## config.mk

```make
export PLATFORM = sky130hd
export DESIGN_NAME = name_data_token_splitter
export DESIGN_NICKNAME = d
export VERILOG_FILES = /design/src/rtl/ndts_pkg.sv /design/src/rtl/ndts_char_class.sv /design/src/rtl/name_data_token_splitter.sv
export SDC_FILE = /design/constraint.sdc
export NUM_CORES = 1
export LEC_CHECK = 0
export ABC_AREA = 0
export BUFFER_PORTS_ARGS = -buffer_cell sky130_fd_sc_hd__buf_2
export CAP_MARGIN = 5
export CORE_ASPECT_RATIO = 1.75
export CORE_UTILIZATION = 35
export CTS_CLUSTER_DIAMETER = 80
export DETAILED_ROUTE_END_ITERATION = 10
export PLACE_DENSITY = 0.67
export SLEW_MARGIN = 25
export SYNTH_ARGS = -nofsm -noshare
export SYNTH_HDL_FRONTEND = slang
export SYNTH_SLANG_ARGS = --single-unit
```

## constraint.sdc

```tcl
create_clock -name aclk -period 3.6 [get_ports aclk]
set_clock_uncertainty 0.1 [all_clocks]
set_input_delay 0.54 -clock aclk [delete_from_list [all_inputs] [get_ports aclk]]
set_output_delay 0.54 -clock aclk [all_outputs]
set_load 0.01 [all_outputs]
```

## src/rtl/ndts_pkg.sv

```systemverilog
// ----------------------------------------------------------------------------
// ndts_pkg
// Shared constants, types and character decode for the name/data token
// splitter.
// ----------------------------------------------------------------------------
package ndts_pkg;

    localparam int MAX_TOKENS = 16;
    localparam int FIELD_LEN  = 32;

    localparam int CH_W    = 8;
    localparam int KIND_W  = 2;
    localparam int IDX_W   = 4;
    localparam int POS_W   = 5;
    localparam int COUNT_W = 5;
    localparam int CFG_W   = 5;

    // token_index, text_char, char_pos, first_char, token_count; padded to bytes
    localparam int OUT_BITS = IDX_W + CH_W + POS_W + 1 + COUNT_W;
    localparam int OUT_W    = ((OUT_BITS + 7) / 8) * 8;

    localparam logic [CFG_W-1:0]   MAX_TOKENS_RESET = CFG_W'(10);
    localparam logic [CFG_W-1:0]   MAX_TOKENS_CAP   = CFG_W'(MAX_TOKENS);
    localparam logic [POS_W-1:0]   POS_LAST         = POS_W'(FIELD_LEN - 1);

    typedef enum logic [KIND_W-1:0] {
        KIND_NAME    = 2'd0,
        KIND_DATA    = 2'd1,
        KIND_SUMMARY = 2'd2
    } kind_t;

    typedef enum logic [1:0] {
        PEND_NONE = 2'd0,
        PEND_NAME = 2'd1,
        PEND_DATA = 2'd2
    } pend_t;

    typedef struct packed {
        logic is_nul;
        logic is_delim;
        logic mark_data;
        logic mark_name;
    } char_class_t;

    localparam logic [CH_W-1:0] CH_NUL    = 8'h00;
    localparam logic [CH_W-1:0] CH_LT     = 8'h3C;
    localparam logic [CH_W-1:0] CH_LBRACE = 8'h7B;
    localparam logic [CH_W-1:0] CH_SPACE  = 8'h20;
    localparam logic [CH_W-1:0] CH_COLON  = 8'h3A;
    localparam logic [CH_W-1:0] CH_EQUALS = 8'h3D;
    localparam logic [CH_W-1:0] CH_COMMA  = 8'h2C;
    localparam logic [CH_W-1:0] CH_QUOTE  = 8'h22;
    localparam logic [CH_W-1:0] CH_TAB    = 8'h09;
    localparam logic [CH_W-1:0] CH_SLASH  = 8'h2F;
    localparam logic [CH_W-1:0] CH_RBRACE = 8'h7D;
    localparam logic [CH_W-1:0] CH_GT     = 8'h3E;
    localparam logic [CH_W-1:0] CH_CR     = 8'h0D;
    localparam logic [CH_W-1:0] CH_LF     = 8'h0A;

    function automatic logic is_delim(input logic [CH_W-1:0] c);
        is_delim = (c == CH_LT)    || (c == CH_LBRACE) || (c == CH_SPACE) ||
                   (c == CH_COLON) || (c == CH_EQUALS) || (c == CH_COMMA) ||
                   (c == CH_QUOTE) || (c == CH_TAB)    || (c == CH_SLASH) ||
                   (c == CH_RBRACE) || (c == CH_GT)    || (c == CH_CR)    ||
                   (c == CH_LF);
    endfunction

endpackage

```

## src/rtl/ndts_char_class.sv

```systemverilog
// ----------------------------------------------------------------------------
// ndts_char_class
// Classifies one character: end of text, delimiter, and type markers.
// ----------------------------------------------------------------------------
module ndts_char_class
    import ndts_pkg::*;
(
    input  logic [CH_W-1:0] ch,
    output char_class_t     cls
);

    always_comb begin
        cls.is_nul    = (ch == CH_NUL);
        cls.is_delim  = is_delim(ch);
        cls.mark_data = (ch == CH_EQUALS) || (ch == CH_COLON);
        cls.mark_name = (ch == CH_LBRACE);
    end

endmodule

```

## src/rtl/name_data_token_splitter.sv

```systemverilog
// ----------------------------------------------------------------------------
// name_data_token_splitter
// Splits a character stream into name and data tokens, one character per
// transfer, and emits each kept character plus a per-line summary.
// ----------------------------------------------------------------------------
//  channel   dir  tdata                 tuser   tlast
//  s_        in   ch[7:0]               -       end_of_line
//  m_        out  idx,char,pos,first,n  kind    -
//  cfg_wr_*  in   max_tokens[4:0]       -       -
//
//  One character per cycle while s_tready is high: decode and state update sit between the line
//  state registers and the single output register.
//  Each input transfer gives at most one result, valid in the cycle after the transfer.
//  s_tready drops only while the output register holds an untaken result.
//  aresetn is synchronous, active low; max_tokens resets to 10.
// ----------------------------------------------------------------------------
module name_data_token_splitter
    import ndts_pkg::*;
(
    input  logic               aclk,
    input  logic               aresetn,

    input  logic               s_tvalid,
    output logic               s_tready,
    input  logic [CH_W-1:0]    s_tdata,   // [7:0] ch
    input  logic               s_tlast,   // end_of_line

    output logic               m_tvalid,
    input  logic               m_tready,
    // [3:0] token_index, [11:4] text_char, [16:12] char_pos,
    // [17] first_char, [22:18] token_count, [23] zero
    output logic [OUT_W-1:0]   m_tdata,
    output logic [KIND_W-1:0]  m_tuser,   // [1:0] kind

    input  logic               cfg_wr_en,
    input  logic [CFG_W-1:0]   cfg_wr_data
);

    logic [CFG_W-1:0]   max_tokens_reg;
    logic               inside_reg,    inside_next;
    pend_t              pend_reg,      pend_next;
    logic               is_data_reg,   is_data_next;
    logic [COUNT_W-1:0] names_reg,     names_next;
    logic [POS_W-1:0]   pos_reg,       pos_next;
    logic               halted_reg,    halted_next;

    logic               m_valid_reg,   m_valid_next;
    kind_t              kind_reg,      kind_next;
    logic [IDX_W-1:0]   idx_reg,       idx_next;
    logic [CH_W-1:0]    char_reg,      char_next;
    logic [POS_W-1:0]   opos_reg,      opos_next;
    logic               first_reg,     first_next;
    logic [COUNT_W-1:0] count_reg,     count_next;

    char_class_t        cls;
    logic               accept;
    logic               emit;
    logic [CFG_W-1:0]   limit;
    logic [COUNT_W-1:0] names_cur;

    ndts_char_class u_class (
        .ch  (s_tdata),
        .cls (cls)
    );

    assign s_tready = !m_valid_reg || m_tready;
    assign accept   = s_tvalid && s_tready;
    assign limit    = (max_tokens_reg > MAX_TOKENS_CAP) ? MAX_TOKENS_CAP : max_tokens_reg;

    always_comb begin
        inside_next  = inside_reg;
        pend_next    = pend_reg;
        is_data_next = is_data_reg;
        names_next   = names_reg;
        pos_next     = pos_reg;
        halted_next  = halted_reg;
        emit         = 1'b0;
        names_cur    = names_reg;
        kind_next    = is_data_reg ? KIND_DATA : KIND_NAME;
        char_next    = s_tdata;
        opos_next    = pos_reg;
        first_next   = 1'b0;
        count_next   = '0;

        if (accept) begin
            if (s_tlast) begin
                emit         = 1'b1;
                kind_next    = KIND_SUMMARY;
                char_next    = '0;
                opos_next    = '0;
                count_next   = names_reg;
                names_cur    = '0;
                inside_next  = 1'b0;
                pend_next    = PEND_NONE;
                is_data_next = 1'b0;
                names_next   = '0;
                pos_next     = '0;
                halted_next  = 1'b0;
            end else if (!halted_reg) begin
                if (cls.is_nul) begin
                    halted_next = 1'b1;
                    inside_next = 1'b0;
                end else if (cls.is_delim) begin
                    inside_next = 1'b0;
                    if (cls.mark_data) begin
                        pend_next = PEND_DATA;
                    end else if (cls.mark_name) begin
                        pend_next = PEND_NAME;
                    end
                end else if (!inside_reg) begin
                    if (CFG_W'(names_reg) >= limit) begin
                        halted_next = 1'b1;
                    end else begin
                        emit         = 1'b1;
                        is_data_next = (pend_reg == PEND_DATA);
                        if (pend_reg != PEND_DATA) begin
                            names_next = names_reg + COUNT_W'(1);
                        end
                        names_cur   = names_next;
                        kind_next   = (pend_reg == PEND_DATA) ? KIND_DATA : KIND_NAME;
                        opos_next   = '0;
                        first_next  = 1'b1;
                        pend_next   = PEND_NONE;
                        inside_next = 1'b1;
                        pos_next    = POS_W'(1);
                    end
                end else if (pos_reg < POS_LAST) begin
                    emit     = 1'b1;
                    pos_next = pos_reg + POS_W'(1);
                end
            end
        end

        // entry index: names_seen - 1, or 0 before any name and for a summary
        idx_next = (names_cur == '0 || kind_next == KIND_SUMMARY)
                   ? '0 : IDX_W'(names_cur - COUNT_W'(1));

        if (emit) begin
            m_valid_next = 1'b1;
        end else if (m_tready) begin
            m_valid_next = 1'b0;
        end else begin
            m_valid_next = m_valid_reg;
        end
    end

    always_ff @(posedge aclk) begin
        if (!aresetn) begin
            max_tokens_reg <= MAX_TOKENS_RESET;
            inside_reg     <= 1'b0;
            pend_reg       <= PEND_NONE;
            is_data_reg    <= 1'b0;
            names_reg      <= '0;
            pos_reg        <= '0;
            halted_reg     <= 1'b0;
            m_valid_reg    <= 1'b0;
        end else begin
            if (cfg_wr_en) begin
                max_tokens_reg <= cfg_wr_data;
            end
            inside_reg  <= inside_next;
            pend_reg    <= pend_next;
            is_data_reg <= is_data_next;
            names_reg   <= names_next;
            pos_reg     <= pos_next;
            halted_reg  <= halted_next;
            m_valid_reg <= m_valid_next;
        end
    end

    // result payload, loaded only with a new result
    always_ff @(posedge aclk) begin
        if (emit) begin
            kind_reg  <= kind_next;
            idx_reg   <= idx_next;
            char_reg  <= char_next;
            opos_reg  <= opos_next;
            first_reg <= first_next;
            count_reg <= count_next;
        end
    end

    assign m_tvalid = m_valid_reg;
    assign m_tuser  = kind_reg;
    assign m_tdata  = {{(OUT_W - OUT_BITS){1'b0}},
                       count_reg, first_reg, opos_reg, char_reg, idx_reg};

    // ------------------------------------------------------------------------
    // assertions
    // ------------------------------------------------------------------------
    a_names_capped: assert property (@(posedge aclk) disable iff (!aresetn)
        names_reg <= COUNT_W'(MAX_TOKENS))
        else $error("name count above token limit");

    a_halt_closes: assert property (@(posedge aclk) disable iff (!aresetn)
        halted_reg |-> !inside_reg)
        else $error("token open while scan halted");

    a_open_pos: assert property (@(posedge aclk) disable iff (!aresetn)
        inside_reg |-> (pos_reg != '0))
        else $error("open token with zero position");

    a_eol_clears: assert property (@(posedge aclk) disable iff (!aresetn)
        (accept && s_tlast) |=> (names_reg == '0 && !halted_reg && !inside_reg
                                 && m_valid_reg && kind_reg == KIND_SUMMARY))
        else $error("end of line did not clear line state");

endmodule

```

=== Yosys cells after proc, flatten, opt, wreduce, memory -nomap -nowiden ===
Index checks and enable logic that the tools add are counted.

* Output and inout bits: 28
* Register bits: 46
* Logic and storage cells: 142
* Input bits: 19

* $add $sub $neg: 3
* Equal/unequal tests: 26
* $lt $le $gt $ge: 3
* Reduce and logical (&&, ||, !) cells: 26
* Mux-type cells: 69
* Bitwise logic cells: 1

{| class="wikitable"
|+ Operators by type and width
! cell !! count
|-
| $mux W5 || 23
|-
| $eq A8 B6 Y1 const B || 8
|-
| $mux W1 || 34
|-
| $eq A8 B4 Y1 const B || 3
|-
| $mux W2 || 10
|-
| $reduce_and A6 Y1 || 3
|-
| $eq A8 B7 Y1 const B || 2
|-
| $mux W8 || 2
|-
| $logic_or A1 B1 Y1 || 15
|-
| $ne A2 B2 Y1 const B || 6
|-
| $add A5 B1 Y5 const B || 2
|-
| $logic_not A8 Y1 || 1
|-
| $ne A3 B2 Y1 const B || 2
|-
| $ne A3 B3 Y1 const B || 2
|-
| $reduce_or A6 Y1 || 1
|-
| $ge A5 B5 Y1 || 1
|-
| $gt A5 B5 Y1 const B || 1
|-
| $logic_not A5 Y1 || 1
|-
| $lt A5 B5 Y1 const B || 1
|-
| $eq A2 B2 Y1 const B || 2
|-
| $ne A4 B4 Y1 const B || 1
|-
| $reduce_and A2 Y1 || 2
|-
| $sub A4 B1 Y4 const B || 1
|-
| $reduce_bool A2 Y1 || 1
|-
| other kinds (3) || 3
|}

=== Depth between registers and ports, before layout ===
Gate-level depths: netlist of the first run.

* Depth after elaboration: 20
* Depth in mapped cells: 15
* Gate-level depth less buffers: 15

=== Hierarchy ===
Synthesis of the first run repeated with hierarchy kept, for this count alone.

* Cells, all modules: 249
* Area, all modules: 2,461.1 um^2

{| class="wikitable"
|+ By module, submodules not included
! module !! cells an instance !! area each (um^2) !! times used !! seq. area each (um^2)
|-
| name_data_token_splitter || 216 || 2,257.2 || 1 || 1,171.1
|-
| ndts_char_class || 33 || 203.9 || 1 || 0.0
|}

=== Worst setup path after synthesis of the first run ===
No wires, ideal clock.

* Path type: input -> register
* From: input port s_tdata[6]
* To: register idx_reg[3], data pin
* Arrival: 3.037 ns
* Library setup time: 0.266 ns
* Stages on the path: 13
* Path slack: 0.197 ns
* Required time: 3.234 ns
* Path buffers: 1
* Path through: buf_2 -> or4_1 -> a2111o_1 -> o311ai_4 -> or4_4 -> o311a_1 -> ha_1 -> nand3_1 -> o21ai_0 -> nand2_1 -> mux2_2 -> nand3_1 -> mux2i_1

* Cells in the longest elaborated chain, start to end: 20
* Elaborated cells on any way between the ends: 40
* Classes of those cells: add/sub (1); eq/ne (14); mux (10); reduce/logical (15)

{| class="wikitable"
|+ Ends and longest elaborated chain
! what !! RTL line !! RTL
|-
| start, declared || name_data_token_splitter.sv:25 || <nowiki>input logic [CH_W-1:0] s_tdata,</nowiki>
|-
| branches (longest 20 deep; another with $eq A8 B6 Y1) || n/a ||
|-
| end signal, assigned || name_data_token_splitter.sv:175 || <nowiki>idx_reg <= idx_next;</nowiki>
|-
| end, declared || name_data_token_splitter.sv:49 || <nowiki>logic [IDX_W-1:0] idx_reg, idx_next;</nowiki>
|}

Several ways; the timed one is not identified.
A chain may end at the register's enable or synchronous reset.

=== Final worst setup path of the first run ===
* From: register names_reg[0]
* To: register idx_reg[3], data pin

* Cells in the longest elaborated chain, start to end: 11
* Elaborated cells on any way between the ends: 21
* Classes of those cells: add/sub (2); order compare (1); eq/ne (1); mux (15); reduce/logical (2)

{| class="wikitable"
|+ Ends and longest elaborated chain
! what !! RTL line !! RTL
|-
| start, declared || name_data_token_splitter.sv:43 || <nowiki>logic [COUNT_W-1:0] names_reg, names_next;</nowiki>
|-
| start signal, assigned || name_data_token_splitter.sv:164 || <nowiki>names_reg <= names_next;</nowiki>
|-
| branches (longest 11 deep; another with $add A5 B1 Y5) || n/a ||
|}

Several ways; the timed one is not identified.

==> results of run 1 <==
cells in the mapped netlist (2+ instances only):
cell type / instances
sky130_fd_sc_hd__nor2_1: 28
sky130_fd_sc_hd__edfxtp_1: 25
sky130_fd_sc_hd__dfxtp_1: 21
sky130_fd_sc_hd__nand2_1: 19
sky130_fd_sc_hd__nor2b_1: 17
sky130_fd_sc_hd__inv_1: 11
sky130_fd_sc_hd__mux2i_1: 10
sky130_fd_sc_hd__a21oi_1: 9
sky130_fd_sc_hd__ha_1: 9
sky130_fd_sc_hd__nand3_1: 9
sky130_fd_sc_hd__and2_1: 7
sky130_fd_sc_hd__o21ai_0: 6
sky130_fd_sc_hd__nand2b_1: 5
sky130_fd_sc_hd__nor4_1: 5
sky130_fd_sc_hd__or3_1: 5
sky130_fd_sc_hd__clkbuf_1: 4
sky130_fd_sc_hd__nor3_1: 4
sky130_fd_sc_hd__buf_2: 3
sky130_fd_sc_hd__buf_4: 3
sky130_fd_sc_hd__nand4_1: 3
sky130_fd_sc_hd__o211ai_1: 3
sky130_fd_sc_hd__o21a_1: 3
sky130_fd_sc_hd__xnor2_1: 3
sky130_fd_sc_hd__a211oi_1: 2
sky130_fd_sc_hd__buf_6: 2
sky130_fd_sc_hd__o41ai_1: 2
sky130_fd_sc_hd__or4_1: 2
timing repair:
item,in CTS,in global routing
gates resized for setup,0,4
endpoints found under the setup margin,0,4
hold buffers,0,0
metal layers:
metal,up-vias,global-route usage (%)
met2,62,27.6
met5,-,0
met4,0,9.13
li1,993,-
met3,11,2.70
met1,947,16.0
power groups by stage:
stage | Clock [mW] | Combinational (mW) | Sequential [mW]
after floorplan | 0 | 0.137 | 0.651
after global placement | 0 | 0.228 | 0.633
after detailed placement | 0 | 0.232 | 0.634
after CTS | 0.455 | 0.233 | 0.622
after global routing | 0.471 | 0.259 | 0.626
final | 0.445 | 0.234 | 0.622
through the flow:
stage / instance area (µm²) / power [mW] / instances
finish: 2960 / 1.30 / 382
global route: 2960 / 1.36 / 382
CTS: 2950 / 1.31 / 382
detailed placement: 2810 / 0.865 / 374
global placement: 2810 / 0.861 / 374
floorplan: 2490 / 0.788 / 249
tightest hold or removal path, stage by stage:
cell and delay, ps:
sky130_fd_sc_hd__buf_2 70, sky130_fd_sc_hd__mux2i_1 60, sky130_fd_sc_hd__nand2_1 60
cells in the final DEF, fill, tap and decap left out, types with 2 or more instances in the layout:
cell type,instances
sky130_fd_sc_hd__buf_2,45
sky130_fd_sc_hd__nor2_1,28
sky130_fd_sc_hd__edfxtp_1,25
sky130_fd_sc_hd__dfxtp_1,20
sky130_fd_sc_hd__nand2_1,19
sky130_fd_sc_hd__nor2b_1,17
sky130_fd_sc_hd__inv_1,11
sky130_fd_sc_hd__mux2i_1,10
sky130_fd_sc_hd__a21oi_1,9
sky130_fd_sc_hd__nand3_1,9
sky130_fd_sc_hd__ha_1,9
sky130_fd_sc_hd__buf_4,9
sky130_fd_sc_hd__and2_1,7
sky130_fd_sc_hd__o21ai_0,6
sky130_fd_sc_hd__nand2b_1,5
sky130_fd_sc_hd__nor4_1,5
sky130_fd_sc_hd__or3_1,5
sky130_fd_sc_hd__clkbuf_16,5
sky130_fd_sc_hd__nor3_1,4
sky130_fd_sc_hd__nand4_1,3
sky130_fd_sc_hd__o211ai_1,3
sky130_fd_sc_hd__o21a_1,3
sky130_fd_sc_hd__xnor2_1,3
sky130_fd_sc_hd__or4_1,2
sky130_fd_sc_hd__a211oi_2,2
sky130_fd_sc_hd__clkinv_1,2
logic make-up (layout without fill, tap and decap cells):
group                    Yosys count  count (layout)  synth area share (%)
AND/OR/NAND/NOR                  112             112                  23.9
flip-flops                        46              46                  47.1
AO/OA/AOI/OAI                     40              40                  13.3
buffers and inverters             26              75                  5.13
multiplexers                      11              11                  4.48
adder cells (fa/ha/maj)            9               9                  4.53
XOR/XNOR                           4               4                  1.41
other                              1               1                 0.151
final timing paths:
check	to	slack, ps	startpoint	cells after the start
worst min-delay path	max_tokens_reg[3]	370	cfg_wr_data[3]	3
worst max register to register	idx_reg[3]	170	names_reg[0]	15
worst max-delay path	idx_reg[3]	170	names_reg[0]	15
worst min register to register	max_tokens_reg[0]	390	max_tokens_reg[0]	2
layout make-up:
type	instances	area share [%]
clock buffers	5	4.22
clock inverters	3	0.549
inverters	13	1.65
multi-input cells	177	40.5
flip-flops and latches	46	39.7
well taps	84	3.55
repair buffers	54	9.88
==> impl_metrics.json, run 1 <==
{
  "finish.net_count": 325,
  "worst-slew-pin-transition_ps": 603,
  "grt_first_pass_wirelength_um": 8670,
  "count_of_input_and_output_buffers": 45,
  "routed-via-count": 2013,
  "top_level_ports": 47,
  "postSynth.topFlopCell": "sky130_fd_sc_hd__edfxtp_1",
  "syn-mean-instance-area_um2": 9.98,
  "largest_register_ffs": 8,
  "element_type_at_the_critical_path_start": "flop",
  "clock_transition_at_path_regs_ps": 60,
  "report.final.hold_viol_count": 0,
  "setup_violations_final": 0,
  "highest_layer": "met4",
  "met3RoutedLength_um": 279,
  "power_switching_share_pct": 26.6,
  "drt_first_pass_iters": 4,
  "slowest_stage": "sky130_fd_sc_hd__or4_4",
  "ys_async_sr_fraction_pct": 0,
  "setup_tns_ps": 0,
  "via_per_inst": 5.27,
  "global_route.usage.total_pct": 15.3,
  "netSwitchingPower_mw": 0.346,
  "power.sequential.fraction_pct": 47.8,
  "powerDensity_nw_per_um2": 439,
  "wp_buf_inv": 1,
  "yosysWarningCount": 0,
  "place_ws_ps": 60.0,
  "cts_max_level": 2,
  "floorplan_die_area_um2": 7460,
  "die_h_um": 113,
  "clock_insertion_delay_at_the_later_pin_of_the_skew_report_ps": 290,
  "antenna_found_initial": 0,
  "synth_edf_count": 25,
  "initialDrtViolationCount": 91,
  "post-synth-top-area-fraction_pct": 30.2,
  "crit_fanout": 6,
  "finalWorstPathRequiredPeriod_ps": 3430,
  "cts-root-to-sink-buffers": 2,
  "total_clock_buffers_created_by_cts": 5,
  "placementRows": 40,
  "achievable-frequency_mhz": 292,
  "critPathTopFamily": "simple AND/OR/NAND/NOR gates",
  "die_w_um": 65.7,
  "worst_ir_drop_vdd_uv": 205,
  "gr-total-overflow": 0,
  "slew_violations": 0,
  "place.detailed.hpwl_um": 4100,
  "final.fill_count": 676,
  "synth.area.top_cells": "sky130_fd_sc_hd__edfxtp_1 30%, sky130_fd_sc_hd__dfxtp_1 17%, sky130_fd_sc_hd__ha_1 4.5%",
  "clockRootBuffer": "sky130_fd_sc_hd__clkbuf_16",
  "critical_path.cell_chain": "inv_1, ha_1, nand2b_1, a211oi_2, o211ai_1, or4_4, xnor2_1, nand2_1, ha_1, nand3_1, o21ai_0, nand2_1, mux2_2, nand3_1, mux2i_1",
  "area_delta_synth_final_pct": 19.2,
  "cts_tree": "done",
  "post_synth_num_cell_types": 56,
  "routed_wirelength_um": 5410,
  "final_antenna_net_count": 0,
  "hold_path_class": "in -> reg",
  "cp.required_ps": 3520,
  "met2_length_um": 2910,
  "wire_per_inst_um": 14.2,
  "synth_seq_area_share_pct": 47.1,
  "crit_type": "reg -> reg",
  "grt_start_max_net_pins": 26,
  "floorplan.initialDensity_pct": 36.3,
  "met1_length_um": 2080,
  "detail_route.drc_violations": 0,
  "worst_setup_path_end_kind": "flop",
  "yosys.area.top_type": "sky130_fd_sc_hd__edfxtp_1",
  "timing.final.ws_setup_ps": 171,
  "worst_hold_slack_ps": 366,
  "outcome": "completed",
  "synth_cells": 249,
  "cp_slowest_stage_delay_ps": 540,
  "cts.sinks": 46,
  "antennaDiodeCount": 0,
  "slew_headroom_pct": 59.5,
  "power.static_leakage_nw": 1.21,
  "drv_cap": 0,
  "layout_worst_path_cycle_share_pct": 95.3,
  "core-area_um2": 6860,
  "grt_pass1_vias": 1907,
  "internal_power_consumption_mw": 0.955,
  "power.share.combinational_pct": 18.0,
  "arrival_ps": 3350,
  "area_of_the_mapped_netlist_um2": 2490,
  "clock_power_share_pct": 34.2,
  "sequential_cell_area_um2": 1170,
  "gpl.final_weighted_congestion": 0.914,
  "synthesis.nets": 277,
  "drive_gt1_share_pct": 25.2,
  "post_cts.repair.setup_buffers": 0,
  "utilization_pct": 43.2,
  "ys_ff_latch": 46,
  "multi_input_area_um2": 1200
}
Power figures use the tool's default switching activity.
==> run 2: changes to the inputs <==
REMOVE_ABC_BUFFERS = 1   (was not set)
==> run 2 against run 1 <==
Net effect: sequential power about the same; routed wire length up 0.43%; clock power up 22%; power up 8.2%; die area unchanged; critical path depth unchanged; first-iteration DRC count up 58%; critical endpoint is now idx_reg[0].
==> impl_metrics.json, run 2 (same netlist as run 1, synthesis figures left out) <==
{
  "gpl.final_weighted_congestion": 0.926,
  "total_placed_cells_including_tap_cells": 375,
  "clockRootBuffer": "sky130_fd_sc_hd__clkbuf_16",
  "clock_transition_at_path_regs_ps": 60,
  "element_type_at_the_critical_path_start": "flop",
  "drive_gt1_share_pct": 25.7,
  "finish.net_count": 327,
  "grt_start_max_net_pins": 26,
  "layout_worst_path_cycle_share_pct": 92.0,
  "die_h_um": 113,
  "placementRows": 40,
  "report.final.hold_viol_count": 0,
  "total_clock_buffers_created_by_cts": 5,
  "cts.sinks": 46,
  "drv_cap": 0,
  "gr-total-overflow": 0,
  "unrepaired_setup_endpoints_after_global_routing": "no",
  "achievable-frequency_mhz": 302,
  "slew_headroom_pct": 63.0,
  "internal_power_consumption_mw": 1.05,
  "place.detailed.hpwl_um": 4130,
  "drt_first_pass_iters": 5,
  "global_route.usage.total_pct": 15.3,
  "arrival_ps": 3250,
  "power.share.combinational_pct": 17.3,
  "outcome": "completed",
  "cp.required_ps": 3540,
  "cts_max_level": 2,
  "finalWorstPathRequiredPeriod_ps": 3310,
  "place_ws_ps": 161,
  "most-common-layout-cells": "45 x sky130_fd_sc_hd__buf_2, 28 x sky130_fd_sc_hd__nor2_1, 25 x sky130_fd_sc_hd__edfxtp_1, 21 x sky130_fd_sc_hd__dfxtp_1, 19 x sky130_fd_sc_hd__nand2_1",
  "area_delta_synth_final_pct": 21.1,
  "setup_violations_final": 0,
  "final_common_cell": "sky130_fd_sc_hd__buf_2",
  "netSwitchingPower_mw": 0.357,
  "core-area_um2": 6860,
  "power.static_leakage_nw": 1.24,
  "clock_power_share_pct": 38.6,
  "detail_route.drc_violations": 0,
  "powerDensity_nw_per_um2": 467,
  "crit_type": "reg -> reg",
  "grt_pass1_vias": 1862,
  "cts_tree": "done",
  "antennaDiodeCount": 0,
  "setup_tns_ps": 0,
  "cts-root-to-sink-buffers": 2,
  "via_per_inst": 5.31,
  "report.power.total_mw": 1.41,
  "clock_insertion_delay_at_the_later_pin_of_the_skew_report_ps": 290,
  "count_of_input_and_output_buffers": 45,
  "power.sequential.fraction_pct": 44.1,
  "timing.final.ws_setup_ps": 289,
  "worst_ir_drop_vdd_uv": 182,
  "crit_fanout": 4,
  "grt_first_pass_wirelength_um": 8500,
  "worst_setup_path_end_kind": "flop",
  "final_antenna_net_count": 0,
  "wire_per_inst_um": 14.1,
  "initialDrtViolationCount": 144,
  "slew_violations": 0,
  "floorplan.initialDensity_pct": 36.3,
  "utilization_pct": 43.9,
  "routed_wirelength_um": 5430,
  "top_level_ports": 47,
  "power_switching_share_pct": 25.4,
  "worst-slew-pin-transition_ps": 555,
  "hold_path_class": "in -> reg",
  "antenna_found_initial": 0,
  "die_w_um": 65.7,
  "filler_free_cell_count_of_the_finished_design": 384,
  "largest_register_ffs": 8,
  "routed-via-count": 2040,
  "floorplan_die_area_um2": 7460
}
run 2: final cells by class:
class	count	area (µm²)
fillers	658	3840
multi-input cells	177	1190
flip-flops and latches	46	1170
repair buffers	56	308
clock buffers	7	175
well taps	84	105
inverters	13	48.8
clock inverters	1	8.76
run 2: worst max-delay path: stages (launching register included):
cell and delay (ps):
sky130_fd_sc_hd__dfxtp_1 330, sky130_fd_sc_hd__inv_1 80, sky130_fd_sc_hd__ha_1 290, sky130_fd_sc_hd__nand2b_1 150
sky130_fd_sc_hd__a211oi_2 220, sky130_fd_sc_hd__o211ai_1 150, sky130_fd_sc_hd__or4_4 540, sky130_fd_sc_hd__xnor2_1 170
sky130_fd_sc_hd__nand2_1 110, sky130_fd_sc_hd__ha_2 210, sky130_fd_sc_hd__nand3_1 70, sky130_fd_sc_hd__o21ai_0 160
sky130_fd_sc_hd__nand2_1 60, sky130_fd_sc_hd__mux2_2 270, sky130_fd_sc_hd__nand2_1 120, sky130_fd_sc_hd__nor2_1 60
run 2: per-stage QoR:
stage | cell area, µm² | hold WS [ps]
final | 3010 | 361
after global routing | 3010 | 357
after CTS | 3000 | 357
after detailed placement | 2810 | 360
after global placement | 2810 | 369
after floorplan | 2410 | 340
run 2: path summary, 6_finish.rpt:
kind	startpoint	to	slack, ps	cells after the start
worst max-delay path	names_reg[0]	idx_reg[0]	290	15
worst min-delay path	cfg_wr_data[3]	max_tokens_reg[3]	360	3
worst max register to register	names_reg[0]	idx_reg[0]	290	15
worst min register to register	max_tokens_reg[3]	max_tokens_reg[3]	370	2
run 2: metal layers:
metal | global-route usage (%) | routed length, µm
met5 | 0 | 0
met2 | 26.4 | 2810
met4 | 9.71 | 186
met1 | 16.6 | 2140
met3 | 2.80 | 302
run 2: power groups by stage:
stage | registers (mW) | logic [mW] | clock network, mW
final | 0.620 | 0.243 | 0.544
after floorplan | 0.652 | 0.121 | 0
after CTS | 0.621 | 0.240 | 0.557
after global placement | 0.632 | 0.234 | 0
after global routing | 0.624 | 0.268 | 0.582
after detailed placement | 0.632 | 0.239 | 0
run 2: what timing repair did:
item                                    in CTS  in global routing
endpoints found under the hold margin        0                  0
gates resized for setup                      0                  2
buffers inserted                             0                  1
endpoints found under the setup margin       0                  4
hold buffers                                 0                  0
==> run 3: changes to the inputs <==
CTS_BUF_LIST = sky130_fd_sc_hd__clkbuf_8   (was not set)
MAX_ROUTING_LAYER = met4   (was not set)
==> run 3 against run 2 <==
Net effect: largest cell class unchanged; first-iteration DRC count shrank 15%; power decreased by 15%; routed wire length fell by 1.7%; global-route usage grew 0.48 points; worst hold slack worse by 24 ps; via count shrank 3.3%; maximum frequency decreased by 2.5%; sequential power about the same; critical path depth stayed put; flip-flop and latch count stayed put; largest power group unchanged; die area did not move.
==> impl_metrics.json, run 3 (same netlist as run 1, synthesis figures left out) <==
{
  "outcome": "completed",
  "most-common-layout-cells": "45 x sky130_fd_sc_hd__buf_2, 28 x sky130_fd_sc_hd__nor2_1, 25 x sky130_fd_sc_hd__edfxtp_1, 21 x sky130_fd_sc_hd__dfxtp_1, 19 x sky130_fd_sc_hd__nand2_1",
  "power.static_leakage_nw": 1.19,
  "arrival_ps": 3350,
  "cts_max_level": 2,
  "finish.net_count": 326,
  "crit_type": "reg -> reg",
  "floorplan_die_area_um2": 7460,
  "slew_violations": 0,
  "placementRows": 40,
  "floorplan.initialDensity_pct": 36.3,
  "reg2reg_setup_slack_ps": 200,
  "clock_insertion_delay_at_the_later_pin_of_the_skew_report_ps": 310,
  "grt_first_pass_wirelength_um": 8630,
  "die_h_um": 113,
  "critical_path.cell_chain": "inv_1, ha_1, nand2b_1, a211oi_2, o211ai_1, or4_4, xnor2_1, nand2_1, ha_1, nand3_1, o21ai_0, nand2_1, mux2_2, nand3_1, mux2i_1",
  "routed-via-count": 1973,
  "timing.final.ws_setup_ps": 203,
  "slew_headroom_pct": 64.9,
  "via_per_inst": 5.15,
  "detail_route.drc_violations": 0,
  "setup_tns_ps": 0,
  "largest_register_ffs": 8,
  "worst-slew-pin-transition_ps": 519,
  "layout_worst_path_cycle_share_pct": 94.4,
  "worst_setup_path_end_kind": "flop",
  "place_ws_ps": 114,
  "achievable-frequency_mhz": 294,
  "slowest_stage": "sky130_fd_sc_hd__or4_4",
  "wp_buf_inv": 1,
  "initialDrtViolationCount": 123,
  "area_delta_synth_final_pct": 17.0,
  "report.final.hold_viol_count": 0,
  "grt_start_max_net_pins": 27,
  "die_w_um": 65.7,
  "drive_gt1_share_pct": 25.1,
  "element_type_at_the_critical_path_start": "flop",
  "final_common_cell": "sky130_fd_sc_hd__buf_2",
  "drv_cap": 0,
  "wire_per_inst_um": 13.9,
  "clock_transition_at_path_regs_ps": 90,
  "routed_wirelength_um": 5340,
  "worst_r2r_endpoint": "idx_reg[3]",
  "final_antenna_net_count": 0,
  "ff2ff_path_depth": 15,
  "cts_tree": "done",
  "powerDensity_nw_per_um2": 409,
  "count_of_input_and_output_buffers": 45,
  "cp.required_ps": 3560,
  "setup_violations_final": 0,
  "critPathLaunch": "names_reg[0]",
  "utilization_pct": 42.4,
  "gpl.final_weighted_congestion": 0.954,
  "finalWorstPathRequiredPeriod_ps": 3400,
  "reg2reg_from": "names_reg[0]",
  "min_path_cells": 3,
  "gr-total-overflow": 0,
  "crit_fanout": 4,
  "top_level_ports": 47,
  "hold_path_class": "in -> reg",
  "place.detailed.hpwl_um": 4100,
  "antennaDiodeCount": 0,
  "cp_slowest_stage_delay_ps": 540,
  "drt_first_pass_iters": 4,
  "cts.sinks": 46,
  "worst_hold_path.endpoint": "max_tokens_reg[1]",
  "grt_pass1_vias": 1885,
  "cts-root-to-sink-buffers": 2,
  "core-area_um2": 6860,
  "worst_ir_drop_vdd_uv": 138,
  "clockRootBuffer": "sky130_fd_sc_hd__clkbuf_8",
  "total_clock_buffers_created_by_cts": 5,
  "post_cts.repair.setup_buffers": 0,
  "antenna_found_initial": 0,
  "global_route.usage.total_pct": 15.8,
  "hold_path.startpoint": "cfg_wr_data[1]",
  "critPathTopFamily": "simple AND/OR/NAND/NOR gates"
}
-- run 3: timing repair --
action                     4_1_cts  5_1_grt
resized for setup                0        1
setup endpoints to repair        0        4
hold buffers                     0        0
-- run 3: routing by layer --
layer / track usage [%] / wire length [µm] / up-vias
li1: - / - / 993
met1: 15.7 / 2080 / 902
met2: 27.6 / 2840 / 61
met3: 3.10 / 205 / 17
met4: 9.13 / 210 / 0
met5: - / 0 / -
-- run 3: power breakdown --
group	total [mW]	switching, mW	internal (mW)	leakage, nW
clock network	0.330	0.190	0.140	0.0494
logic	0.239	0.142	0.0978	0.715
registers	0.620	0.0151	0.605	0.427
total	1.19	0.346	0.842	1.19
-- run 3: worst max-delay path by stage --
stage | endpoint | slack [ps] | depth (start not counted)
final | idx_reg[3] | 200 | 15
after global routing | idx_reg[3] | -20 | 15
after CTS | idx_reg[3] | 130 | 15
after detailed placement | idx_reg[3] | 110 | 14
after global placement | idx_reg[0] | 180 | 14
after floorplan | idx_reg[3] | 210 | 15
-- run 3: cell type report --
| type | count | area (µm²) |
|---|---|---|
| fillers | 670 | 3950 |
| multi-input cells | 177 | 1190 |
| flip-flops and latches | 46 | 1170 |
| repair buffers | 55 | 300 |
| well taps | 84 | 105 |
| clock buffers | 5 | 68.8 |
| inverters | 13 | 48.8 |
| clock inverters | 3 | 21.3 |
-- run 3: worst reg2reg max path, cell delays in order, from the launching register on --
cell	delay, ps
sky130_fd_sc_hd__dfxtp_1	330
sky130_fd_sc_hd__inv_1	80
sky130_fd_sc_hd__ha_1	280
sky130_fd_sc_hd__nand2b_1	160
sky130_fd_sc_hd__a211oi_2	250
sky130_fd_sc_hd__o211ai_1	170
sky130_fd_sc_hd__or4_4	540
sky130_fd_sc_hd__xnor2_1	170
sky130_fd_sc_hd__nand2_1	110
sky130_fd_sc_hd__ha_1	200
sky130_fd_sc_hd__nand3_1	70
sky130_fd_sc_hd__o21ai_0	170
sky130_fd_sc_hd__nand2_1	70
sky130_fd_sc_hd__mux2_2	270
sky130_fd_sc_hd__nand3_1	90
sky130_fd_sc_hd__mux2i_1	80
-- run 3: stage by stage --
stage / cells / hold slack [ps] / area, µm² / power, mW
finish: 383 / 338 / 2910 / 1.19
global route: 383 / 341 / 2910 / 1.25
CTS: 383 / 329 / 2900 / 1.20
detailed placement: 375 / 377 / 2810 / 0.872
global placement: 375 / 368 / 2810 / 0.867
floorplan: 236 / 340 / 2410 / 0.773
